[config.mk]
export PLATFORM = sky130hd
export DESIGN_NAME = base64url_stream_decoder
export DESIGN_NICKNAME = d
export VERILOG_FILES = /design/src/rtl/b64d_pkg.sv /design/src/rtl/base64url_stream_decoder.sv /design/src/rtl/b64d_front.sv /design/src/rtl/b64d_queue.sv /design/src/rtl/b64d_back.sv
export VERILOG_INCLUDE_DIRS = /design/src /design/src/rtl
export SDC_FILE = /design/constraint.sdc
export NUM_CORES = 1
export LEC_CHECK = 0
export ABC_CLOCK_PERIOD_IN_PS = 2500
export CELL_PAD_IN_SITES_DETAIL_PLACEMENT = 1
export CELL_PAD_IN_SITES_GLOBAL_PLACEMENT = 1
export CORE_ASPECT_RATIO = 1.1
export CORE_MARGIN = 4
export CORE_UTILIZATION = 25
export CTS_CLUSTER_DIAMETER = 50
export DETAILED_ROUTE_END_ITERATION = 8
export DONT_BUFFER_PORTS = 1
export GPL_TIMING_DRIVEN = 0
export PLACE_DENSITY_LB_ADDON = 0.1
export SYNTH_ARGS = -nofsm -noshare
export SYNTH_HDL_FRONTEND = slang
export SYNTH_SLANG_ARGS = --single-unit
[constraint.sdc]
create_clock -name clk -period 2.5 [get_ports clk]
set_input_delay 0.25 -clock clk [delete_from_list [all_inputs] [get_ports clk]]
set_output_delay 0.25 -clock clk [all_outputs]
set_load 0.1 [all_outputs]
[src/rtl/base64url_stream_decoder_defines.svh]
// Shared assertion macros
`ifndef BASE64URL_STREAM_DECODER_DEFINES_SVH
`define BASE64URL_STREAM_DECODER_DEFINES_SVH

// same-cycle implication
`define B64D_ASSERT_IMP(name, clk, rst_n, ante, cons) \
    name: assert property (@(posedge clk) disable iff (!rst_n) (ante) |-> (cons)) \
        else $error("b64d check failed");

// next-cycle implication
`define B64D_ASSERT_NXT(name, clk, rst_n, ante, cons) \
    name: assert property (@(posedge clk) disable iff (!rst_n) (ante) |=> (cons)) \
        else $error("b64d check failed");

`endif

[src/rtl/b64d_pkg.sv]
`default_nettype none

package b64d_pkg;

    localparam int unsigned SextetW = 6;
    localparam int unsigned ByteW   = 8;

    localparam logic [SextetW-1:0] LOWER_BASE = 6'd26;
    localparam logic [SextetW-1:0] DIGIT_BASE = 6'd52;
    localparam logic [SextetW-1:0] DASH_VAL   = 6'd62;
    localparam logic [SextetW-1:0] USCORE_VAL = 6'd63;

    typedef enum logic [1:0] {
        POS_FIRST  = 2'd0,
        POS_SECOND = 2'd1,
        POS_THIRD  = 2'd2,
        POS_FOURTH = 2'd3
    } grp_pos_t;

    typedef struct packed {
        logic [SextetW-1:0] sextet;
        logic               ok;
        logic               final_req;
    } sym_t;

    typedef struct packed {
        logic empty;
        logic full;
    } q_stat_t;

    function automatic sym_t map_symbol(input logic [ByteW-1:0] ch, input logic fin);
        sym_t s;
        s.sextet    = '0;
        s.ok        = 1'b0;
        s.final_req = fin;
        if (ch >= 8'h41 && ch <= 8'h5a)
        begin
            s.sextet = 6'(ch - 8'h41);
            s.ok     = 1'b1;
        end
        else if (ch >= 8'h61 && ch <= 8'h7a)
        begin
            s.sextet = 6'(ch - 8'h61) + LOWER_BASE;
            s.ok     = 1'b1;
        end
        else if (ch >= 8'h30 && ch <= 8'h39)
        begin
            s.sextet = 6'(ch - 8'h30) + DIGIT_BASE;
            s.ok     = 1'b1;
        end
        else if (ch == 8'h2d)
        begin
            s.sextet = DASH_VAL;
            s.ok     = 1'b1;
        end
        else if (ch == 8'h5f)
        begin
            s.sextet = USCORE_VAL;
            s.ok     = 1'b1;
        end
        return s;
    endfunction

endpackage

`default_nettype wire

[src/rtl/base64url_stream_decoder.sv]
// Characters are queued, then decoded into the output register when popped.
// Throughput: one character per cycle sustained while out_ready stays high.
// Set by the 2-entry queue between the symbol mapper and the group decoder.
// Reset: rst_n clears queue pointers, group position, sticky error, output valid.
`default_nettype none
`include "base64url_stream_decoder_defines.svh"

module base64url_stream_decoder
    import b64d_pkg::*;
(
    input  wire logic         clk,
    input  wire logic         rst_n,
    input  wire logic         in_valid,
    output logic              in_ready,
    input  wire logic [7:0]   symbol,
    input  wire logic         final_req,
    output logic              out_valid,
    input  wire logic         out_ready,
    output logic [7:0]        byte_out,
    output logic              byte_ok,
    output logic              done_res,
    output logic              bad
);

    q_stat_t q_stat;
    logic    push;
    sym_t    push_data;
    logic    pop;
    sym_t    pop_data;

    b64d_front u_front (
        .in_valid  (in_valid),
        .in_ready  (in_ready),
        .symbol    (symbol),
        .final_req (final_req),
        .q_stat    (q_stat),
        .push      (push),
        .push_data (push_data)
    );

    b64d_queue u_queue (
        .clk       (clk),
        .rst_n     (rst_n),
        .push      (push),
        .push_data (push_data),
        .pop       (pop),
        .pop_data  (pop_data),
        .q_stat    (q_stat)
    );

    b64d_back u_back (
        .clk       (clk),
        .rst_n     (rst_n),
        .q_stat    (q_stat),
        .pop_data  (pop_data),
        .pop       (pop),
        .out_valid (out_valid),
        .out_ready (out_ready),
        .byte_out  (byte_out),
        .byte_ok   (byte_ok),
        .done_res  (done_res),
        .bad       (bad)
    );

    `B64D_ASSERT_IMP(a_bad_only_done, clk, rst_n, out_valid && bad, done_res)
    `B64D_ASSERT_IMP(a_bad_no_byte, clk, rst_n, out_valid && bad, !byte_ok)
    `B64D_ASSERT_IMP(a_mid_has_byte, clk, rst_n, out_valid && !done_res, byte_ok)
    `B64D_ASSERT_NXT(a_queue_drains, clk, rst_n, q_stat.full && pop, !q_stat.full || push)

endmodule

`default_nettype wire

[src/rtl/b64d_front.sv]
`default_nettype none

module b64d_front
    import b64d_pkg::*;
(
    input  wire logic             in_valid,
    output logic                  in_ready,
    input  wire logic [ByteW-1:0] symbol,
    input  wire logic             final_req,
    input  wire q_stat_t          q_stat,
    output logic                  push,
    output sym_t                  push_data
);

    always_comb
    begin
        in_ready  = !q_stat.full;
        push      = in_valid && !q_stat.full;
        push_data = map_symbol(symbol, final_req);
    end

endmodule

`default_nettype wire

[src/rtl/b64d_queue.sv]
`default_nettype none

module b64d_queue
    import b64d_pkg::*;
(
    input  wire logic    clk,
    input  wire logic    rst_n,
    input  wire logic    push,
    input  wire sym_t    push_data,
    input  wire logic    pop,
    output sym_t         pop_data,
    output q_stat_t      q_stat
);

    sym_t       entry_reg [2];
    logic       wr_ptr_reg, wr_ptr_next;
    logic       rd_ptr_reg, rd_ptr_next;
    logic [1:0] count_reg, count_next;

    always_comb
    begin
        wr_ptr_next  = wr_ptr_reg ^ push;
        rd_ptr_next  = rd_ptr_reg ^ pop;
        count_next   = count_reg + {1'b0, push} - {1'b0, pop};
        pop_data     = entry_reg[rd_ptr_reg];
        q_stat.empty = (count_reg == 2'd0);
        q_stat.full  = (count_reg == 2'd2);
    end

    always_ff @(posedge clk or negedge rst_n)
    begin
        if (!rst_n)
        begin
            wr_ptr_reg <= 1'b0;
            rd_ptr_reg <= 1'b0;
            count_reg  <= 2'd0;
        end
        else
        begin
            wr_ptr_reg <= wr_ptr_next;
            rd_ptr_reg <= rd_ptr_next;
            count_reg  <= count_next;
        end
    end

    always_ff @(posedge clk)
    begin
        if (push)
        begin
            entry_reg[wr_ptr_reg] <= push_data;
        end
    end

endmodule

`default_nettype wire

[src/rtl/b64d_back.sv]
`default_nettype none

module b64d_back
    import b64d_pkg::*;
(
    input  wire logic         clk,
    input  wire logic         rst_n,
    input  wire q_stat_t      q_stat,
    input  wire sym_t         pop_data,
    output logic              pop,
    output logic              out_valid,
    input  wire logic         out_ready,
    output logic [ByteW-1:0]  byte_out,
    output logic              byte_ok,
    output logic              done_res,
    output logic              bad
);

    grp_pos_t           pos_reg, pos_next;
    logic [SextetW-1:0] held_reg, held_next;
    logic               third_reg, third_next;
    logic               err_reg, err_next;

    logic               out_valid_reg, out_valid_next;
    logic [ByteW-1:0]   byte_reg, byte_next;
    logic               ok_reg, ok_next;
    logic               done_reg, done_next;
    logic               bad_reg, bad_next;

    logic               have;
    logic [ByteW-1:0]   dec_byte;
    logic               fail;

    always_comb
    begin
        pop        = !q_stat.empty && (!out_valid_reg || out_ready);
        pos_next   = pos_reg;
        held_next  = held_reg;
        third_next = third_reg;
        err_next   = err_reg;
        have       = 1'b0;
        dec_byte   = '0;
        fail       = 1'b0;

        out_valid_next = out_valid_reg && !out_ready;
        byte_next      = byte_reg;
        ok_next        = ok_reg;
        done_next      = done_reg;
        bad_next       = bad_reg;

        if (pop)
        begin
            unique case (pos_reg)
                POS_FIRST:
                begin
                    err_next  = err_reg || !pop_data.ok;
                    held_next = pop_data.sextet;
                end
                POS_SECOND:
                begin
                    err_next  = err_reg || !pop_data.ok;
                    have      = pop_data.ok && !err_reg;
                    dec_byte  = {held_reg, pop_data.sextet[5:4]};
                    held_next = pop_data.sextet;
                end
                POS_THIRD:
                begin
                    third_next = pop_data.ok;
                    have       = pop_data.ok && !err_reg;
                    dec_byte   = {held_reg[3:0], pop_data.sextet[5:2]};
                    held_next  = pop_data.sextet;
                end
                POS_FOURTH:
                begin
                    have     = pop_data.ok && third_reg && !err_reg;
                    dec_byte = {held_reg[1:0], pop_data.sextet};
                end
            endcase
            pos_next = grp_pos_t'(pos_reg + 2'd1);

            if (pop_data.final_req)
            begin
                // stream ending one char into a group cannot form a byte
                fail           = err_next || (pos_next == POS_SECOND);
                out_valid_next = 1'b1;
                ok_next        = have && !fail;
                byte_next      = (have && !fail) ? dec_byte : '0;
                done_next      = 1'b1;
                bad_next       = fail;
                pos_next       = POS_FIRST;
                held_next      = '0;
                third_next     = 1'b0;
                err_next       = 1'b0;
            end
            else if (have)
            begin
                out_valid_next = 1'b1;
                ok_next        = 1'b1;
                byte_next      = dec_byte;
                done_next      = 1'b0;
                bad_next       = 1'b0;
            end
        end

        out_valid = out_valid_reg;
        byte_out  = byte_reg;
        byte_ok   = ok_reg;
        done_res  = done_reg;
        bad       = bad_reg;
    end

    always_ff @(posedge clk or negedge rst_n)
    begin
        if (!rst_n)
        begin
            pos_reg       <= POS_FIRST;
            held_reg      <= '0;
            third_reg     <= 1'b0;
            err_reg       <= 1'b0;
            out_valid_reg <= 1'b0;
        end
        else
        begin
            pos_reg       <= pos_next;
            held_reg      <= held_next;
            third_reg     <= third_next;
            err_reg       <= err_next;
            out_valid_reg <= out_valid_next;
        end
    end

    always_ff @(posedge clk)
    begin
        byte_reg <= byte_next;
        ok_reg   <= ok_next;
        done_reg <= done_next;
        bad_reg  <= bad_next;
    end

endmodule

`default_nettype wire

==> results.sh <==
export IMPL_drt_pass1_iter_count=4
export IMPL_syn_area_um2=2318
export IMPL_netSwitchingFraction_pct=48.90
export IMPL_status="complete, no violations"
export IMPL_clock_latency_ps=290
export IMPL_fmax_ghz=0.4476
export IMPL_path_class="flop to flop"
export IMPL_netlist_top_cells_area="edfxtp_1, dfrtp_1, ha_1"
export IMPL_htreeDepth=2
export IMPL_largest_reg_flops=16
export IMPL_rows=36
export IMPL_arrival_ps=2170
export IMPL_p_sw_mw=1.668
export IMPL_layout_min_cycle_time_ps=2234
export IMPL_synth_ff_type="edfxtp_1"
export IMPL_grt_setup_unrepaired="false"
export IMPL_clk_pin_slew_worst_paths_ps=80
export IMPL_num_fill_cells=996
export IMPL_grt_usage_pct=9.970
export IMPL_fin_util_pct=28.81
export IMPL_p_seq_share_pct=54.6
export IMPL_io_buffers=0
export IMPL_power_density_nw_per_um2=1321
export IMPL_p_comb_share_pct=29.9
export IMPL_dp_slack_ps=-172.0
export IMPL_insertedDiodeCount=0
export IMPL_async_reset_ff_share_pct=35.71
export IMPL_yosysSeqAreaShare_pct=51.16
export IMPL_wl_um=5048
export IMPL_p_clk_share_pct=15.6
export IMPL_synth_edf_count=27
export IMPL_synth_top_area_share_pct=34.97
export IMPL_ys_types=44
export IMPL_hold_viol_final=0
export IMPL_grt_pass1_vias=1620
export IMPL_hold_class="input port to flop"
export IMPL_layout_common_cells="edfxtp_1, inv_1, nor2_1, ha_1, dfrtp_1"
export IMPL_die_height_um=109
export IMPL_viasPerCell=4.736
export IMPL_grt_max_degree=16
export IMPL_io_pins=26
export IMPL_initial_core_util_pct=25.87
export IMPL_drv_slew=0
export IMPL_place_gp_congestion=0.7843
export IMPL_die_area_um2=10880
export IMPL_cts_setup_buffers=0
export IMPL_irDropWorstVdd_v=0.0003138
export IMPL_cts_sinks=42
export IMPL_antenna_left=0
export IMPL_drtIter0Drc=86
export IMPL_synth_nets=233
export IMPL_p_leak_nw=1.028
export IMPL_hpwl_um=3944
export IMPL_core_um2=8964
export IMPL_drc=0
export IMPL_drv_cap=0
export IMPL_cts_tree="yes"
export IMPL_cts_made_buffers=5
export IMPL_ys_warn_count=0
export IMPL_path_max_fanout=12
export IMPL_internal_power_mw=1.744
export IMPL_nets=241
export IMPL_final_common_cell="edfxtp_1"
export IMPL_postLayoutSetupSlackWorst_ps=265.7
export IMPL_dr_total_vias=1544
export IMPL_wl_per_cell_um=15.48
export IMPL_clockRootBuffer="clkbuf_8"
export IMPL_cts_buffer_depth=2
export IMPL_fin_crit_sh_pct=89.37
export IMPL_synth_top_area_cell="edfxtp_1"
export IMPL_syn_avg_cell_area_um2=11.42
export IMPL_worst_setup_path_end_kind="flop"
export IMPL_start_kind="flop"
export IMPL_finClkSkew_ps=3.522
export IMPL_finalSetupViolations=0
export IMPL_die_width_um=99.82
export IMPL_grt_pass1_wl_um=8452
export IMPL_area_growth_pct=11.39
export IMPL_syn_instance_count=203
export IMPL_cp_required_ps=2430
export IMPL_synth_seq_cells=42
export IMPL_slew_headroom_pct=38.51
export IMPL_worst_pin_slew_ps=920.1
export IMPL_drive_above_1_share_pct=11.32
export IMPL_grt_overflow=0
export IMPL_antenna_found_initial=0
==> critical path: stages, from the launching register on <==
cell,delay (ps)
dfrtp_1,430
inv_1,90
ha_1,250
or4_4,560
a21oi_2,550
==> worst paths after layout <==
path / start / endpoint / slack, ps / cells after the start
min in group asynchronous: rst_n / u_queue.count_reg[0] / 460 / 1
worst max-delay path: u_back.pos_reg[0] / u_back.byte_out[5] / 270 / 4
worst min register to register: u_back.third_reg / u_back.third_reg / 520 / 1
worst min-delay path: final_req / u_queue.entry_reg[0][0] / 50 / 0
worst max register to register: u_back.pos_reg[0] / u_back.byte_out[5] / 270 / 4
max in group asynchronous: rst_n / u_back.out_valid / 1530 / 1
==> cell families (layout without fill, tap and decap cells) <==
family | count (synthesis) | in the layout | synth area share, %
and+or+nand+nor | 52 | 52 | 11.87
AOI/OAI and AO/OA | 47 | 47 | 14.73
DFF | 42 | 42 | 51.16
buffers and inverters | 26 | 35 | 5.073
adders and majority gates | 17 | 17 | 9.174
xor gates and xnor gates | 10 | 10 | 3.778
muxes | 9 | 9 | 4.209
==> synth_stat cells, drive strengths merged, types with 2 or more instances <==
library cell / instances
inv: 17
a21oi: 9
nor2b: 5
nor2: 20
o21ai: 11
dfrtp: 15
clkbuf: 4
mux2: 6
buf: 5
a222oi: 8
xor2: 2
ha: 17
a22o: 6
nand2: 13
and2: 2
mux2i: 3
a211oi: 3
edfxtp: 27
nand2b: 3
xnor2: 8
a32oi: 2
==> final cells by class <==
class / count / area (um^2) / area share [%]
Clock inverter: 1 / 30.03 / 1.163
Multi-Input combinational cell: 135 / 1018 / 39.44
Inverter: 17 / 63.81 / 2.471
Timing Repair Buffer: 1 / 10.01 / 0.3876
Sequential cell: 42 / 1187 / 45.98
Clock buffer: 7 / 76.32 / 2.955
Tap cell: 114 / 142.6 / 5.523
Buffer: 9 / 53.80 / 2.083
==> routing by layer <==
metal	global-route usage [%]	routed length (um)
met5	0	0
met2	18.64	2672
met1	10.64	2106
met4	4.098	92
met3	2.431	177
==> power by group through the flow <==
stage,clock network (mW),registers (mW),logic [mW]
CTS,0.547,1.86,1.04
floorplan,0,1.84,0.809
finish,0.531,1.86,1.02
global placement,0,1.86,0.983
global route,0.576,1.89,1.16
detailed placement,0,1.88,1.02
==> stage by stage <==
stage / hold slack, ps / cell area (um^2) / cells / power (mW) / TNS [ps]
6_report: 47.00 / 2582 / 326 / 3.412 / 0
5_1_grt: 26.31 / 2582 / 326 / 3.619 / 0
4_1_cts: 33.91 / 2582 / 326 / 3.453 / 0
3_5_place_dp: -45.20 / 2461 / 317 / 2.901 / -1887
3_3_place_gp: -45.15 / 2461 / 317 / 2.847 / -862.0
2_1_floorplan: -45.59 / 2318 / 203 / 2.647 / 0
==> timing repair <==
action	in CTS	in global routing
hold buffers	1	0
hold endpoints to repair	15	0
endpoints found under the setup margin	13	0
resized for setup	2	0
No activity file was read; power rests on OpenSTA's default activity.
